**config.mk**
```make
export PLATFORM = sky130hd
export DESIGN_NAME = motor_speed_gain_adapt_loop_core_flat
export DESIGN_NICKNAME = d
export VERILOG_FILES = /design/src/design/msga_pkg.sv /design/src/design/msga_in_if.sv /design/src/design/msga_out_if.sv /design/src/design/msga_cfg_if.sv /design/src/design/motor_speed_gain_adapt_loop_core.sv /design/src/flat_wrapper.sv
export SDC_FILE = /design/constraint.sdc
export NUM_CORES = 1
export LEC_CHECK = 0
export BUFFER_PORTS_ARGS = -buffer_cell sky130_fd_sc_hd__buf_2
export CAP_MARGIN = 30
export CORE_MARGIN = 4
export CORE_UTILIZATION = 60
export CTS_CLUSTER_DIAMETER = 100
export DETAILED_ROUTE_END_ITERATION = 16
export PLACE_DENSITY = 0.78
export SLEW_MARGIN = 20
export SYNTH_ARGS = -nofsm -noshare
export SYNTH_HDL_FRONTEND = slang
export SYNTH_SLANG_ARGS = --single-unit
```
**constraint.sdc**
```tcl
create_clock -name clk -period 4.9 [get_ports clk]
set_input_delay 0.98 -clock clk [delete_from_list [all_inputs] [get_ports clk]]
set_output_delay 0.98 -clock clk [all_outputs]
set_load 0.02 [all_outputs]
```
**src/design/msga_pkg.sv**
```systemverilog
// shared types and constants of the motor speed gain adapt loop
package msga_pkg;

    localparam int unsigned PERIOD_W = 32;
    localparam int unsigned FREQ_W   = 24;
    localparam int unsigned GAIN_W   = 24;
    localparam int unsigned ERR_W    = FREQ_W + 1;
    localparam int unsigned PROD_W   = FREQ_W + GAIN_W + 1;
    localparam int unsigned DRIVE_W  = 32;
    localparam int unsigned CFG_IDX_W = 3;
    localparam int unsigned CFG_DATA_W = 24;

    // 1e6 us per second times 256 for the Q16.8 result
    localparam int unsigned DIVIDEND_W = 28;
    localparam logic [DIVIDEND_W-1:0] DIVIDEND = 28'd256000000;
    // periods below this give a frequency beyond the 24 bit range
    localparam logic [PERIOD_W-1:0] MIN_PERIOD = 32'd16;
    localparam logic [FREQ_W-1:0] FREQ_MAX = '1;

    localparam logic [1:0] RUN_THRESHOLD = 2'd3;
    localparam logic signed [DRIVE_W-1:0] DRIVE_ONE = 32'sd65536;
    localparam logic signed [DRIVE_W-1:0] DRIVE_MIN = 32'sh8000_0000;

    localparam logic [CFG_IDX_W-1:0] CFG_ENABLE      = 3'd0;
    localparam logic [CFG_IDX_W-1:0] CFG_TARGET_FREQ = 3'd1;
    localparam logic [CFG_IDX_W-1:0] CFG_GAIN_P      = 3'd2;
    localparam logic [CFG_IDX_W-1:0] CFG_GAIN_I_STEP = 3'd3;
    localparam logic [CFG_IDX_W-1:0] CFG_INT_ENABLE  = 3'd4;

    typedef enum logic [1:0] {
        LS_OFF    = 2'd0,
        LS_STABLE = 2'd1,
        LS_INC    = 2'd2,
        LS_DEC    = 2'd3
    } loop_state_t;

    typedef enum logic [2:0] {
        ST_IDLE,
        ST_DIV,
        ST_PREP,
        ST_MUL,
        ST_FIN
    } fsm_state_t;

endpackage

```
**src/design/msga_in_if.sv**
```systemverilog
// input channel: one hall pulse period per item
interface msga_in_if;
    logic                            valid;
    logic                            ready;
    logic [msga_pkg::PERIOD_W-1:0]   period_us;

    modport source (output valid, output period_us, input ready);
    modport sink (input valid, input period_us, output ready);
endinterface

```
**src/design/msga_out_if.sv**
```systemverilog
// output channel: drive value, drive valid flag and loop state
interface msga_out_if;
    logic                                  valid;
    logic                                  ready;
    logic signed [msga_pkg::DRIVE_W-1:0]   drive_value;
    logic                                  drive_valid;
    logic [1:0]                            loop_state;

    modport source (output valid, output drive_value, output drive_valid,
                    output loop_state, input ready);
    modport sink (input valid, input drive_value, input drive_valid,
                  input loop_state, output ready);
endinterface

```
**src/design/msga_cfg_if.sv**
```systemverilog
// configuration write channel
interface msga_cfg_if;
    logic                               valid;
    logic                               ready;
    logic [msga_pkg::CFG_IDX_W-1:0]     index;
    logic [msga_pkg::CFG_DATA_W-1:0]    data;

    modport source (output valid, output index, output data, input ready);
    modport sink (input valid, input index, input data, output ready);
endinterface

```
**src/design/motor_speed_gain_adapt_loop_core.sv**
```systemverilog
// motor speed loop with adaptive integral gain, bit-serial datapath
// Each item is a hall pulse period in microseconds and gives one result item.
// With the loop enabled an item goes from acceptance to the output register
// in steps: a restoring divider forms 256e6 / period one quotient bit per cycle,
// a prep step forms the error and total gain, a shift-add multiplier takes
// one gain bit per cycle and a finish step clamps the drive and updates the
// loop state. A disabled item goes from acceptance straight to the finish step.
// A new item is taken only once the previous result is in the output
// register, so the block finishes one item before it takes the next; a full
// output register that the output side does not take holds the finish step.
// Configuration writes are taken at any time (ready is always high) and are
// meant for idle periods.
module motor_speed_gain_adapt_loop_core (
    input  logic              clk,
    input  logic              rst_n,
    msga_in_if.sink           period,
    msga_out_if.source        drive,
    msga_cfg_if.sink          cfg
);

    localparam int unsigned PW = msga_pkg::PERIOD_W;
    localparam int unsigned FW = msga_pkg::FREQ_W;
    localparam int unsigned GW = msga_pkg::GAIN_W;
    localparam int unsigned EW = msga_pkg::ERR_W;
    localparam int unsigned MW = msga_pkg::PROD_W;
    localparam int unsigned DW = msga_pkg::DRIVE_W;

    // configuration registers
    logic          enable_reg;
    logic [FW-1:0] target_reg;
    logic [GW-1:0] gain_p_reg;
    logic [GW-1:0] gain_i_step_reg;
    logic          int_en_reg;

    // sequencing
    msga_pkg::fsm_state_t state_reg, state_next;
    logic [4:0]    bit_cnt_reg;
    logic          dis_reg;
    logic          sat_reg;

    // divider
    logic [PW-1:0] divisor_reg;
    logic [PW-1:0] rem_reg;
    logic [FW-1:0] quo_reg;
    logic [PW:0]   rem_shift;
    logic          quo_bit;

    // multiplier
    logic signed [EW-1:0] err_reg;
    logic [FW-1:0] mag_reg;
    logic [GW:0]   mul_reg;
    logic [MW-1:0] acc_reg;
    logic [FW:0]   acc_add;

    // loop state
    logic signed [EW-1:0] prev_err_reg;
    logic [GW-1:0] integral_reg;
    logic [1:0]    neg_cnt_reg;

    // output register
    logic                  out_valid_reg;
    logic signed [DW-1:0]  drive_reg;
    logic                  dvalid_reg;
    msga_pkg::loop_state_t lstate_reg;

    // fsm outputs
    logic period_ready;
    logic fin_load;

    // finish stage
    logic [FW-1:0]        freq;
    logic signed [EW-1:0] err_calc;
    logic [MW-8:0]        pos_v;
    logic [MW:0]          neg_sum;
    logic [MW-8:0]        neg_t;
    logic signed [DW-1:0] drive_calc;
    logic                 err_pos, err_neg, prev_pos, prev_neg;
    logic [GW:0]          isum;
    logic [1:0]           cnt_inc;

    assign period.ready  = period_ready;
    assign cfg.ready     = 1'b1;
    assign drive.valid       = out_valid_reg;
    assign drive.drive_value = drive_reg;
    assign drive.drive_valid = dvalid_reg;
    assign drive.loop_state  = lstate_reg;

    // configuration writes
    always_ff @(posedge clk or negedge rst_n)
    begin
        if (!rst_n)
        begin
            enable_reg      <= 1'b0;
            target_reg      <= '0;
            gain_p_reg      <= '0;
            gain_i_step_reg <= '0;
            int_en_reg      <= 1'b1;
        end
        else if (cfg.valid)
        begin
            unique case (cfg.index)
                msga_pkg::CFG_ENABLE:      enable_reg      <= cfg.data[0];
                msga_pkg::CFG_TARGET_FREQ: target_reg      <= cfg.data[FW-1:0];
                msga_pkg::CFG_GAIN_P:      gain_p_reg      <= cfg.data[GW-1:0];
                msga_pkg::CFG_GAIN_I_STEP: gain_i_step_reg <= cfg.data[GW-1:0];
                msga_pkg::CFG_INT_ENABLE:  int_en_reg      <= cfg.data[0];
                default: ;
            endcase
        end
    end

    // next state
    always_comb
    begin
        state_next = state_reg;
        unique case (state_reg)
            msga_pkg::ST_IDLE:
            begin
                if (period.valid)
                    state_next = enable_reg ? msga_pkg::ST_DIV : msga_pkg::ST_FIN;
            end
            msga_pkg::ST_DIV:
            begin
                if (bit_cnt_reg == 5'd0)
                    state_next = msga_pkg::ST_PREP;
            end
            msga_pkg::ST_PREP: state_next = msga_pkg::ST_MUL;
            msga_pkg::ST_MUL:
            begin
                if (bit_cnt_reg == 5'd0)
                    state_next = msga_pkg::ST_FIN;
            end
            msga_pkg::ST_FIN:
            begin
                if (!out_valid_reg || drive.ready)
                    state_next = msga_pkg::ST_IDLE;
            end
            default: state_next = msga_pkg::ST_IDLE;
        endcase
    end

    // fsm outputs
    always_comb
    begin
        period_ready = 1'b0;
        fin_load     = 1'b0;
        unique case (state_reg)
            msga_pkg::ST_IDLE: period_ready = 1'b1;
            msga_pkg::ST_FIN:  fin_load = !out_valid_reg || drive.ready;
            default: ;
        endcase
    end

    // divider step: one quotient bit per cycle
    always_comb
    begin
        rem_shift = {rem_reg, msga_pkg::DIVIDEND[bit_cnt_reg]};
        quo_bit   = rem_shift >= {1'b0, divisor_reg};
    end

    // multiplier step: one gain bit per cycle, product shifts right
    assign acc_add = {1'b0, acc_reg[MW-1:GW+1]} + (mul_reg[0] ? {1'b0, mag_reg} : '0);

    assign freq     = sat_reg ? msga_pkg::FREQ_MAX : quo_reg;
    assign err_calc = $signed({1'b0, target_reg}) - $signed({1'b0, freq});

    // drive clamp: floor toward minus infinity for negative errors
    always_comb
    begin
        pos_v   = {1'b0, acc_reg[MW-1:8]};
        neg_sum = {1'b0, acc_reg} + (MW+1)'(255);
        neg_t   = neg_sum[MW:8];
        if (dis_reg)
            drive_calc = '0;
        else if (err_reg[EW-1])
        begin
            if (neg_t >= (MW-7)'(64'h8000_0000))
                drive_calc = msga_pkg::DRIVE_MIN;
            else
                drive_calc = -$signed(neg_t[DW-1:0]);
        end
        else
        begin
            if (pos_v > (MW-7)'(msga_pkg::DRIVE_ONE))
                drive_calc = msga_pkg::DRIVE_ONE;
            else
                drive_calc = $signed(pos_v[DW-1:0]);
        end
    end

    assign err_pos  = !err_reg[EW-1] && (err_reg != '0);
    assign err_neg  = err_reg[EW-1];
    assign prev_pos = !prev_err_reg[EW-1] && (prev_err_reg != '0);
    assign prev_neg = prev_err_reg[EW-1];
    assign isum     = {1'b0, integral_reg} + {1'b0, gain_i_step_reg};
    assign cnt_inc  = (neg_cnt_reg == 2'd3) ? 2'd3 : neg_cnt_reg + 2'd1;

    // control and datapath
    always_ff @(posedge clk or negedge rst_n)
    begin
        if (!rst_n)
        begin
            state_reg     <= msga_pkg::ST_IDLE;
            bit_cnt_reg   <= '0;
            dis_reg       <= 1'b0;
            prev_err_reg  <= '0;
            integral_reg  <= '0;
            neg_cnt_reg   <= '0;
            out_valid_reg <= 1'b0;
            lstate_reg    <= msga_pkg::LS_OFF;
        end
        else
        begin
            state_reg <= state_next;
            unique case (state_reg)
                msga_pkg::ST_IDLE:
                begin
                    if (period.valid)
                    begin
                        dis_reg     <= !enable_reg;
                        divisor_reg <= period.period_us;
                        sat_reg     <= period.period_us < msga_pkg::MIN_PERIOD;
                        rem_reg     <= '0;
                        bit_cnt_reg <= 5'(msga_pkg::DIVIDEND_W - 1);
                    end
                end
                msga_pkg::ST_DIV:
                begin
                    rem_reg     <= quo_bit ? rem_shift[PW-1:0] - divisor_reg
                                           : rem_shift[PW-1:0];
                    quo_reg     <= {quo_reg[FW-2:0], quo_bit};
                    bit_cnt_reg <= bit_cnt_reg - 5'd1;
                end
                msga_pkg::ST_PREP:
                begin
                    err_reg     <= err_calc;
                    mag_reg     <= err_calc[EW-1] ? FW'(-err_calc) : err_calc[FW-1:0];
                    mul_reg     <= {1'b0, gain_p_reg} + {1'b0, integral_reg};
                    acc_reg     <= '0;
                    bit_cnt_reg <= 5'(GW);
                end
                msga_pkg::ST_MUL:
                begin
                    acc_reg     <= {acc_add, acc_reg[GW:1]};
                    mul_reg     <= {1'b0, mul_reg[GW:1]};
                    bit_cnt_reg <= bit_cnt_reg - 5'd1;
                end
                msga_pkg::ST_FIN:
                begin
                    if (fin_load)
                    begin
                        drive_reg  <= drive_calc;
                        dvalid_reg <= !dis_reg;
                        if (dis_reg)
                            lstate_reg <= msga_pkg::LS_OFF;
                        else
                        begin
                            prev_err_reg <= err_reg;
                            if (prev_pos && err_pos)
                            begin
                                if (int_en_reg)
                                    integral_reg <= isum[GW] ? '1 : isum[GW-1:0];
                                neg_cnt_reg <= 2'd0;
                                lstate_reg  <= msga_pkg::LS_INC;
                            end
                            else if (prev_neg && err_neg)
                            begin
                                neg_cnt_reg <= cnt_inc;
                                lstate_reg  <= (cnt_inc >= msga_pkg::RUN_THRESHOLD)
                                               ? msga_pkg::LS_DEC : msga_pkg::LS_STABLE;
                                if (int_en_reg)
                                    integral_reg <= (integral_reg > gain_i_step_reg)
                                                    ? integral_reg - gain_i_step_reg : '0;
                            end
                            else
                                lstate_reg <= msga_pkg::LS_STABLE;
                        end
                    end
                end
                default: ;
            endcase

            if (fin_load)
                out_valid_reg <= 1'b1;
            else if (drive.ready)
                out_valid_reg <= 1'b0;
        end
    end

    // an enabled item goes straight into the divider
    a_enabled_item_divides: assert property (@(posedge clk) disable iff (!rst_n)
        (period.valid && period.ready && enable_reg) |=> state_reg == msga_pkg::ST_DIV)
        else $error("enabled item did not start division");

    // a disabled result always reports the off state
    a_off_when_no_drive: assert property (@(posedge clk) disable iff (!rst_n)
        (drive.valid && !drive.drive_valid) |-> drive.loop_state == msga_pkg::LS_OFF)
        else $error("result without drive not reported off");

    // drive never exceeds full scale
    a_drive_clamped: assert property (@(posedge clk) disable iff (!rst_n)
        drive.valid |-> drive.drive_value <= msga_pkg::DRIVE_ONE)
        else $error("drive above full scale");

    // the input side is closed while an item is being worked on
    a_one_item_at_a_time: assert property (@(posedge clk) disable iff (!rst_n)
        (state_reg == msga_pkg::ST_MUL || state_reg == msga_pkg::ST_DIV) |-> !period.ready)
        else $error("input ready while an item is in progress");

endmodule

```
**src/flat_wrapper.sv**
```systemverilog
// flat-port wrapper written by rule: the top's interface ports become plain ports
module motor_speed_gain_adapt_loop_core_flat 
  (clk, rst_n, period_valid, period_period_us, period_ready, drive_valid, drive_drive_value, drive_drive_valid, drive_loop_state, drive_ready, cfg_valid, cfg_index, cfg_data, cfg_ready);
  msga_in_if period_i ();
  msga_out_if drive_i ();
  msga_cfg_if cfg_i ();
  input  logic clk;
  input  logic rst_n;
  input wire logic [$bits(period_i.valid)-1:0] period_valid;
  input wire logic [$bits(period_i.period_us)-1:0] period_period_us;
  output wire logic [$bits(period_i.ready)-1:0] period_ready;
  output wire logic [$bits(drive_i.valid)-1:0] drive_valid;
  output wire logic [$bits(drive_i.drive_value)-1:0] drive_drive_value;
  output wire logic [$bits(drive_i.drive_valid)-1:0] drive_drive_valid;
  output wire logic [$bits(drive_i.loop_state)-1:0] drive_loop_state;
  input wire logic [$bits(drive_i.ready)-1:0] drive_ready;
  input wire logic [$bits(cfg_i.valid)-1:0] cfg_valid;
  input wire logic [$bits(cfg_i.index)-1:0] cfg_index;
  input wire logic [$bits(cfg_i.data)-1:0] cfg_data;
  output wire logic [$bits(cfg_i.ready)-1:0] cfg_ready;
  assign period_i.valid = period_valid;
  assign period_i.period_us = period_period_us;
  assign period_ready = period_i.ready;
  assign drive_valid = drive_i.valid;
  assign drive_drive_value = drive_i.drive_value;
  assign drive_drive_valid = drive_i.drive_valid;
  assign drive_loop_state = drive_i.loop_state;
  assign drive_i.ready = drive_ready;
  assign cfg_i.valid = cfg_valid;
  assign cfg_i.index = cfg_index;
  assign cfg_i.data = cfg_data;
  assign cfg_ready = cfg_i.ready;
  motor_speed_gain_adapt_loop_core u_core (.clk(clk), .rst_n(rst_n), .period(period_i), .drive(drive_i), .cfg(cfg_i));
endmodule
```
Word-level counts from Yosys, hierarchy flattened
Memory sizes are Yosys's and may differ from the RTL's.
Cells that the tools add are included.
{ "classes": {"add_sub_neg": 11, "mul": 0, "n_div": 0, "magnitude_cmp": 7, "n_eq_ne": 13, "shifts": 0, "muxes": 37, "n_bitwise": 1, "reduce_logical": 39} }
{ "ops": {"columns": ["operator", "n"], "rows": [
  ["$mux 24", 9],
  ["$mux 32", 5],
  ["$pmux 49 s2", 1],
  ["$pmux 32 s2", 1],
  ["$add 24x24->25", 2],
  ["$add 49x8->50 const B", 1],
  ["$pmux 25 s2", 1],
  ["$reduce_bool 25->1", 2],
  ["$ge 42x32->1 const B", 1],
  ["$gt 41x17->1 const B", 1],
  ["$ge 33x32->1", 1],
  ["$lt 32x5->1 const B", 1],
  ["$neg 32->32", 1],
  ["$sub 32x32->32", 1],
  ["$add 24x25->25", 1],
  ["$sub 24x24->25", 1],
  ["$gt 24x24->1", 1],
  ["$neg 24->24", 1],
  ["$sub 24x24->24", 1],
  ["$reduce_and 2->1", 11],
  ["$mux 3", 5],
  ["$pmux 3 s5", 1],
  ["$pmux 5 s3", 1],
  ["$mux 2", 7],
  ["other kinds (24)", 50]
]} }
{ "totals": {"regBits": 382, "latch_bits": 0, "ram_bits": 0, "mem_bits_ro": 32, "elab_cells": 132, "memories": 1} }
{ "mem_list": {"columns": ["memory", "depth", "width", "read_ports", "rd_clocked_by_memory_dff", "wr", "line_no", "rtl"], "rows": [
  ["(no name shown)", 32, 1, 1, 0, 0, "motor_speed_gain_adapt_loop_core.sv:157", "rem_shift = {rem_reg, msga_pkg::DIVIDEND[bit_cnt_reg]};"]
]} }

Logic depth before layout (Yosys ltp)
Gate-level depths: netlist (run 1).
{ "depth": {"depth_word": 7, "ltp_mapped": 18} }

Least setup slack after synthesis (run 1)
OpenSTA, ideal clock, no wires.
{ "synth_path": {"path_kind": "register to register", "start": "register u_core.sat_reg", "end": "register u_core.mag_reg[23] (data pin)", "t_arrival_ns": 3.912, "path_slack_ns": 0.723, "path_stages_with_launch": 14, "period_less_slack_ns": 4.177, "path_cell_list": "edfxtp_1 > clkbuf_1 > nor2_1 > ha_1 > o21ai_0 > a211oi_1 > a2111oi_0 > o211a_1 > a311oi_1 > or4b_2 > nor4_1 > and2_1 > a41oi_1 > xor2_1"} }
{ "synth_via": {"elab_chain_cells": 4} }
{ "synth_lines": {"columns": ["item", "line_no", "rtl"], "rows": [
  ["from (decl)", "motor_speed_gain_adapt_loop_core.sv:39", "logic sat_reg;"],
  ["from (signal assigned)", "motor_speed_gain_adapt_loop_core.sv:222", "sat_reg <= period.period_us < msga_pkg::MIN_PERIOD;"],
  ["$mux 24", "motor_speed_gain_adapt_loop_core.sv:164", "assign freq = sat_reg ? msga_pkg::FREQ_MAX : quo_reg;"],
  ["$sub 24x24->25", "motor_speed_gain_adapt_loop_core.sv:165", "assign err_calc = $signed({1'b0, target_reg}) - $signed({1'b0, freq});"],
  ["net u_core.err_calc[15]", "motor_speed_gain_adapt_loop_core.sv:72", "logic signed [EW-1:0] err_calc;"],
  ["$neg 24->24", "motor_speed_gain_adapt_loop_core.sv:237", "mag_reg <= err_calc[EW-1] ? FW'(-err_calc) : err_calc[FW-1:0];"],
  ["$mux 24", "motor_speed_gain_adapt_loop_core.sv:237", null],
  ["to (signal assigned)", "motor_speed_gain_adapt_loop_core.sv:237", null],
  ["to (decl)", "motor_speed_gain_adapt_loop_core.sv:50", "logic [FW-1:0] mag_reg;"]
]} }
The timed path passes the listed nets, and every way through them passes these cells.
A chain may end at the register's enable or synchronous reset.

Final worst setup path (run 1)
{ "layout_path": {"start": "register u_core.quo_reg[0]", "end": "register u_core.mag_reg[23] (data pin)"} }
{ "layout_via": {"elab_chain_cells": 4} }
{ "layout_lines": {"columns": ["item", "line_no", "rtl"], "rows": [
  ["from (decl)", "motor_speed_gain_adapt_loop_core.sv:44", "logic [FW-1:0] quo_reg;"],
  ["from (signal assigned)", "motor_speed_gain_adapt_loop_core.sv:231", "quo_reg <= {quo_reg[FW-2:0], quo_bit};"],
  ["$mux 24 (*)", "motor_speed_gain_adapt_loop_core.sv:164", null],
  ["$sub 24x24->25 (*)", "motor_speed_gain_adapt_loop_core.sv:165", null],
  ["$neg 24->24", "motor_speed_gain_adapt_loop_core.sv:237", null],
  ["$mux 24 (*)", "motor_speed_gain_adapt_loop_core.sv:237", null]
]} }
Every way passes the cells marked *; elsewhere a longest branch is shown, timed or not.

==> results of run 1 <==
layout by cell type, fill, tap and decap left out, drive strengths merged, types with 18 or more instances in the layout:
cell type	instances
nand2	129
o21ai	103
o22a	18
nor3	51
edfxtp	244
nor2	282
nand3	63
nand2b	28
nor4	44
a31oi	25
mux2i	32
a21oi	169
clkbuf	51
a21o	64
dfrtp	136
or2	20
nand4	25
mux2	100
xnor2	77
nor2b	20
a211oi	20
o31ai	24
and3	41
or3	18
o21bai	18
and2	41
o211ai	21
inv	136
xor2	48
buf	131
ha	158
cell usage after synthesis, types with 51 or more instances:
master    number  area (sq um)
nor3_1        51           255
o21ai_0       92           460
mux2_2        99          1110
edfxtp_1     244          7330
inv_1        134           503
nand3_1       63           315
a21o_1        64           480
nor2_1       282          1060
ha_1         158          1980
nand2_1      128           480
xnor2_1       77           674
clkbuf_1      75           282
dfrtp_1      136          3400
a21oi_1      169           846
layout make-up:
class / instances / area [sq um]
Clock inverter: 26 / 349
Fill cell: 3038 / 13000
Inverter: 134 / 503
Timing Repair Buffer: 132 / 842
Tap cell: 525 / 657
Sequential cell: 381 / 10800
Multi-Input combinational cell: 1805 / 12500
Clock buffer: 50 / 1100
final timing paths:
check | cells past startpoint | endpoint | start
max | 14 | u_core.mag_reg[23] | u_core.quo_reg[0]
min | 1 | u_core.integral_reg[10] | rst_n
max reg2reg | 14 | u_core.mag_reg[23] | u_core.quo_reg[0]
min reg2reg | 0 | u_core.quo_reg[9] | u_core.quo_reg[8]
max in group asynchronous | 2 | u_core.integral_reg[0] | rst_n
min in group clk | 0 | u_core.quo_reg[9] | u_core.quo_reg[8]
per-layer routing:
metal	track usage	part of all wire	wire [um]	up-vias
li1	-	-	-	9055
met1	0.361	0.43	25700	9157
met2	0.438	0.47	27800	644
met3	0.0470	0.061	3630	132
met4	0.0956	0.036	2150	0
met5	0	0	0	-
power groups by stage:
stage          combinational [mW]  sequential (mW)  clock (mW)
2_1_floorplan                4.10             4.74           0
3_3_place_gp                 5.12             4.92           0
3_5_place_dp                 5.32             4.96           0
4_1_cts                      5.37             4.90        3.37
5_1_grt                      6.03             4.98        3.52
6_report                     5.45             4.91        3.31
cell families (layout without fill, tap and decap cells):
group / Yosys count / after routing
multiplexers: 132 / 132
flip-flops: 381 / 381
AND/OR/NAND/NOR: 802 / 802
adder cells (fa/ha/maj): 164 / 164
AO/OA/AOI/OAI: 581 / 581
other: 1 / 1
buffers and inverters: 226 / 342
XOR/XNOR: 125 / 125
critical path, stage by stage, from the launching register on:
cell	delay, ns
edfxtp_1	0.39
or2_2	0.29
ha_1	0.20
inv_1	0.07
fa_1	0.21
a211oi_1	0.13
o21ai_0	0.40
nand3_1	0.18
a21boi_0	0.22
mux2_2	0.36
or4b_2	0.70
nor4_1	0.36
and2_1	0.21
a41oi_1	0.16
xor2_1	0.19
==> results_dict.tcl, run 1 <==
set metrics [dict create \
    status "finished clean" \
    numCtsBuffers 41 \
    required_ns 5.23 \
    cts_root_buffer "clkbuf_16" \
    h-tree-depth 2 \
    worstSetupEndpointType "flop" \
    synth-async-reset-ratio 0.360 \
    grt.total_usage 0.267 \
    tns_ns 0 \
    r2r_slack_ns 0.57 \
    switchingPower_mw 5.16 \
    syn_nets 2640 \
    diodes 0 \
    largest_reg_flops 49 \
    yosysWarnings 0 \
    die_w_um 208 \
    synth_xor_area_frac 0.0455 \
    avgRoutedWirePerCell_um 19.4 \
    clk_latency_ns 0.59 \
    worst_slew_margin_rel 0.359 \
    vdd_drop_max_v 0.000374 \
    ant_nets 0 \
    dr.pass1.iters 6 \
    drc 0 \
    clk_pin_slew_ns 0.06 \
    leakagePower_nw 11.3 \
    cts_hold_buf 0 \
    grt_pass1_wl_mm 96.1 \
    powerDensity_mw_per_mm2 512 \
    portBuffers 100 \
    first_global_vias 18800 \
    area_growth_pct 10.9 \
    p_comb_frac 0.399 \
    synthAdderAreaFrac 0.0871 \
    start_util 0.606 \
    fin_area_sq_mm 0.0267 \
    vias 19000 \
    critPathLaunchType "flop" \
    drive_above_1_share 0.136 \
    synthCells 2412 \
    die_h_um 208 \
    final_core_util 0.672 \
    clock_sinks 381 \
    synth-edff-count 244 \
    stdcell_count 3053 \
    rsz0062_at_grt "no" \
    gp_congestion 0.916 \
    hold_slack_ns 0.290 \
    grt_overflow 0 \
    wl_mm 59.3 \
    worst_hold_path_type "input port to async pin" \
    max-clock-path-buffers 3 \
    synth_compound_area_frac 0.159 \
    synth_seq_cells 381 \
    setup_viol 0 \
    finalPower_mw 13.7 \
    yosysSeqAreaShare 0.447 \
    finalNetCount 2723 \
    dpl_cell_area_sq_mm 0.0252 \
    synth_area_per_cell_sq_um 9.98 \
    io_pins 102 \
    die_area_sq_mm 0.0434 \
    synth_ff_type "edfxtp_1" \
    timing.fmax_ghz 0.231 \
    cts_setup_buffers 0 \
    pre_cts_ws_ns 0.654 \
    cp_max_fo 3 \
    tightest_slew_ns 0.950 \
    period_minus_slack_ns 4.33 \
    hold_viol 0 \
    muxShareOfSynthArea 0.0602 \
    ys_types 85 \
    drt-initial-drc-count 1499 \
    cts_resized 0 \
    synth_area_sq_mm 0.0241 \
    crit_arrival_ns 4.66 \
    period_share 0.884 \
    switching_share 0.378 \
    cap_violations 0 \
    synth_top_family_by_area "simple AND/OR/NAND/NOR gates" \
    antenna_found_initial 1 \
    grt_max_degree 75 \
    setup_ws_ns 0.568 \
    synthSimpleGateAreaFrac 0.164 \
    skew_ns 0.0223 \
    intPower_mw 8.51 \
    core_area_sq_mm 0.0397 \
    cts_tree "done" \
    dp.cells 2974 \
    seq_power_share 0.359 \
    hpwl_mm 43.4 \
    maxSlewViolCount 0 \
    p_clk_frac 0.242 \
    viasPerCell 6.22 \
    path_class "flop to flop" \
    row_count 73 \
]
Power figures use the tool's default switching activity.
==> run 2: changes to the inputs <==
--- a/config.mk
+++ b/config.mk
@@ -7,12 +7,13 @@
 export LEC_CHECK = 0
 export BUFFER_PORTS_ARGS = -buffer_cell sky130_fd_sc_hd__buf_2
 export CAP_MARGIN = 30
+export CELL_PAD_IN_SITES_DETAIL_PLACEMENT = 0
+export CELL_PAD_IN_SITES_GLOBAL_PLACEMENT = 2
 export CORE_MARGIN = 4
-export CORE_UTILIZATION = 60
+export CORE_UTILIZATION = 41
 export CTS_CLUSTER_DIAMETER = 100
 export DETAILED_ROUTE_END_ITERATION = 16
-export PLACE_DENSITY = 0.78
-export SLEW_MARGIN = 20
+export PLACE_DENSITY_LB_ADDON = 0.1
 export SYNTH_ARGS = -nofsm -noshare
 export SYNTH_HDL_FRONTEND = slang
 export SYNTH_SLANG_ARGS = --single-unit
==> run 2 against run 1 <==
Net effect:
- via count shrank 3.0%
- combinational power barely moved
- hold slack improved by 0.036 ns
- critical path depth unchanged
- final cell count increased by 8.3%
- global-route usage down 7.0 points
- highest routed layer unchanged
- first-iteration DRC count fell by 37%
- non-clock buffer count increased by 5
- flip-flop and latch count stayed put
- maximum frequency up 1.3%
- critical path type unchanged
==> results_dict.tcl, run 2 (synthesized netlist as in run 1, its figures left out) <==
set metrics [dict create \
    finalPower_mw 13.7 \
    final_common_cell "nor2_1" \
    powerDensity_mw_per_mm2 507 \
    numCtsBuffers 45 \
    cts_tree "done" \
    grt_pass1_wl_mm 101 \
    worst_hold_path_type "input port to async pin" \
    rsz0062_at_grt "no" \
    antenna_found_initial 1 \
    gp_congestion 0.820 \
    io_pins 102 \
    cap_violations 0 \
    dr.pass1.iters 7 \
    vias 18400 \
    first_global_vias 17900 \
    avgRoutedWirePerCell_um 19.2 \
    pre_cts_ws_ns 0.642 \
    ant_nets 0 \
    dpl_cell_area_sq_mm 0.0256 \
    most-common-layout-cells "nor2_1, edfxtp_1, a21oi_1" \
    core_area_sq_mm 0.0579 \
    period_minus_slack_ns 4.28 \
    vdd_drop_max_v 0.000367 \
    stdcell_count 3305 \
    setup_viol 0 \
    leakagePower_nw 11.3 \
    cp_max_fo 3 \
    cts_resized 0 \
    path_class "flop to flop" \
    hpwl_mm 47.6 \
    die_w_um 250 \
    clock_sinks 381 \
    tns_ns 0 \
    die_area_sq_mm 0.0627 \
    grt.total_usage 0.198 \
    cts_hold_buf 0 \
    wl_mm 63.6 \
    die_h_um 250 \
    clk_latency_ns 0.60 \
    critPathLaunchType "flop" \
    portBuffers 100 \
    cts_root_buffer "clkbuf_16" \
    diodes 0 \
    area_growth_pct 12.4 \
    timing.fmax_ghz 0.234 \
    dp.cells 3222 \
    setup_ws_ns 0.625 \
    fin_area_sq_mm 0.0271 \
    largest_reg_flops 49 \
    required_ns 5.24 \
    worstSetupEndpointType "flop" \
    hold_viol 0 \
    drt-initial-drc-count 940 \
    crit_arrival_ns 4.62 \
    h-tree-depth 2 \
    row_count 88 \
    cts_setup_buffers 0 \
    status "finished clean" \
    grt_max_degree 59 \
    drive_above_1_share 0.141 \
    clk_pin_slew_ns 0.06 \
    maxSlewViolCount 0 \
    grt_overflow 0 \
    tightest_slew_ns 0.942 \
    finalNetCount 2732 \
    start_util 0.416 \
    period_share 0.872 \
    viasPerCell 5.57 \
    drc 0 \
    max-clock-path-buffers 3 \
    skew_ns 0.0293 \
    worst_slew_margin_rel 0.372 \
]
run 2: path summary, 6_finish.rpt:
path	startpoint	endpoint	slack, ns	cells after the start
setup / recovery	u_core.sat_reg	u_core.mag_reg[23]	0.62	14
hold / removal	rst_n	u_core.target_reg[1]	0.33	1
setup reg to reg	u_core.sat_reg	u_core.mag_reg[23]	0.62	14
hold reg to reg	u_core.quo_reg[13]	u_core.quo_reg[14]	0.45	0
max in group asynchronous	rst_n	u_core.integral_reg[11]	3.35	2
min in group clk	u_core.quo_reg[13]	u_core.quo_reg[14]	0.45	0
run 2: critical path, cell delays in order (launching register included):
cell      delay [ns]
edfxtp_1        0.38
or2_2           0.30
ha_1            0.19
inv_1           0.07
fa_1            0.20
a211oi_1        0.11
o21ai_0         0.37
nand3_1         0.21
a21boi_0        0.21
mux2_2          0.36
or4b_2          0.71
nor4_1          0.35
and2_1          0.21
a41oi_1         0.15
xor2_1          0.19
run 2: area by class of cell:
type,instances,area (sq um)
fillers,5568,30800
repair buffers,137,857
clock inverters,26,255
multi-input cells,1805,12500
well taps,765,957
inverters,134,503
flip-flops and latches,381,10800
clock buffers,57,1250
run 2: through the flow:
| stage | utilization | hold slack, ns |
|---|---|---|
| global placement | 0.439 | 0.426 |
| global route | 0.467 | 0.342 |
| CTS | 0.467 | 0.309 |
| finish | 0.467 | 0.325 |
| floorplan | - | 0.417 |
| detailed placement | 0.441 | 0.433 |
run 2: report_power, final:
| part | internal [mW] | switching, mW |
|---|---|---|
| clock network | 1.98 | 1.41 |
| registers | 4.38 | 0.495 |
| logic | 2.14 | 3.31 |
| total | 8.50 | 5.21 |
run 2: metal layers:
layer / global-route usage / wire [um] / up-vias
met5: 0 / 0 / -
met4: 0.0512 / 1310 / 0
met3: 0.0282 / 2460 / 82
met2: 0.324 / 29500 / 327
met1: 0.277 / 30300 / 8943
li1: - / - / 9060
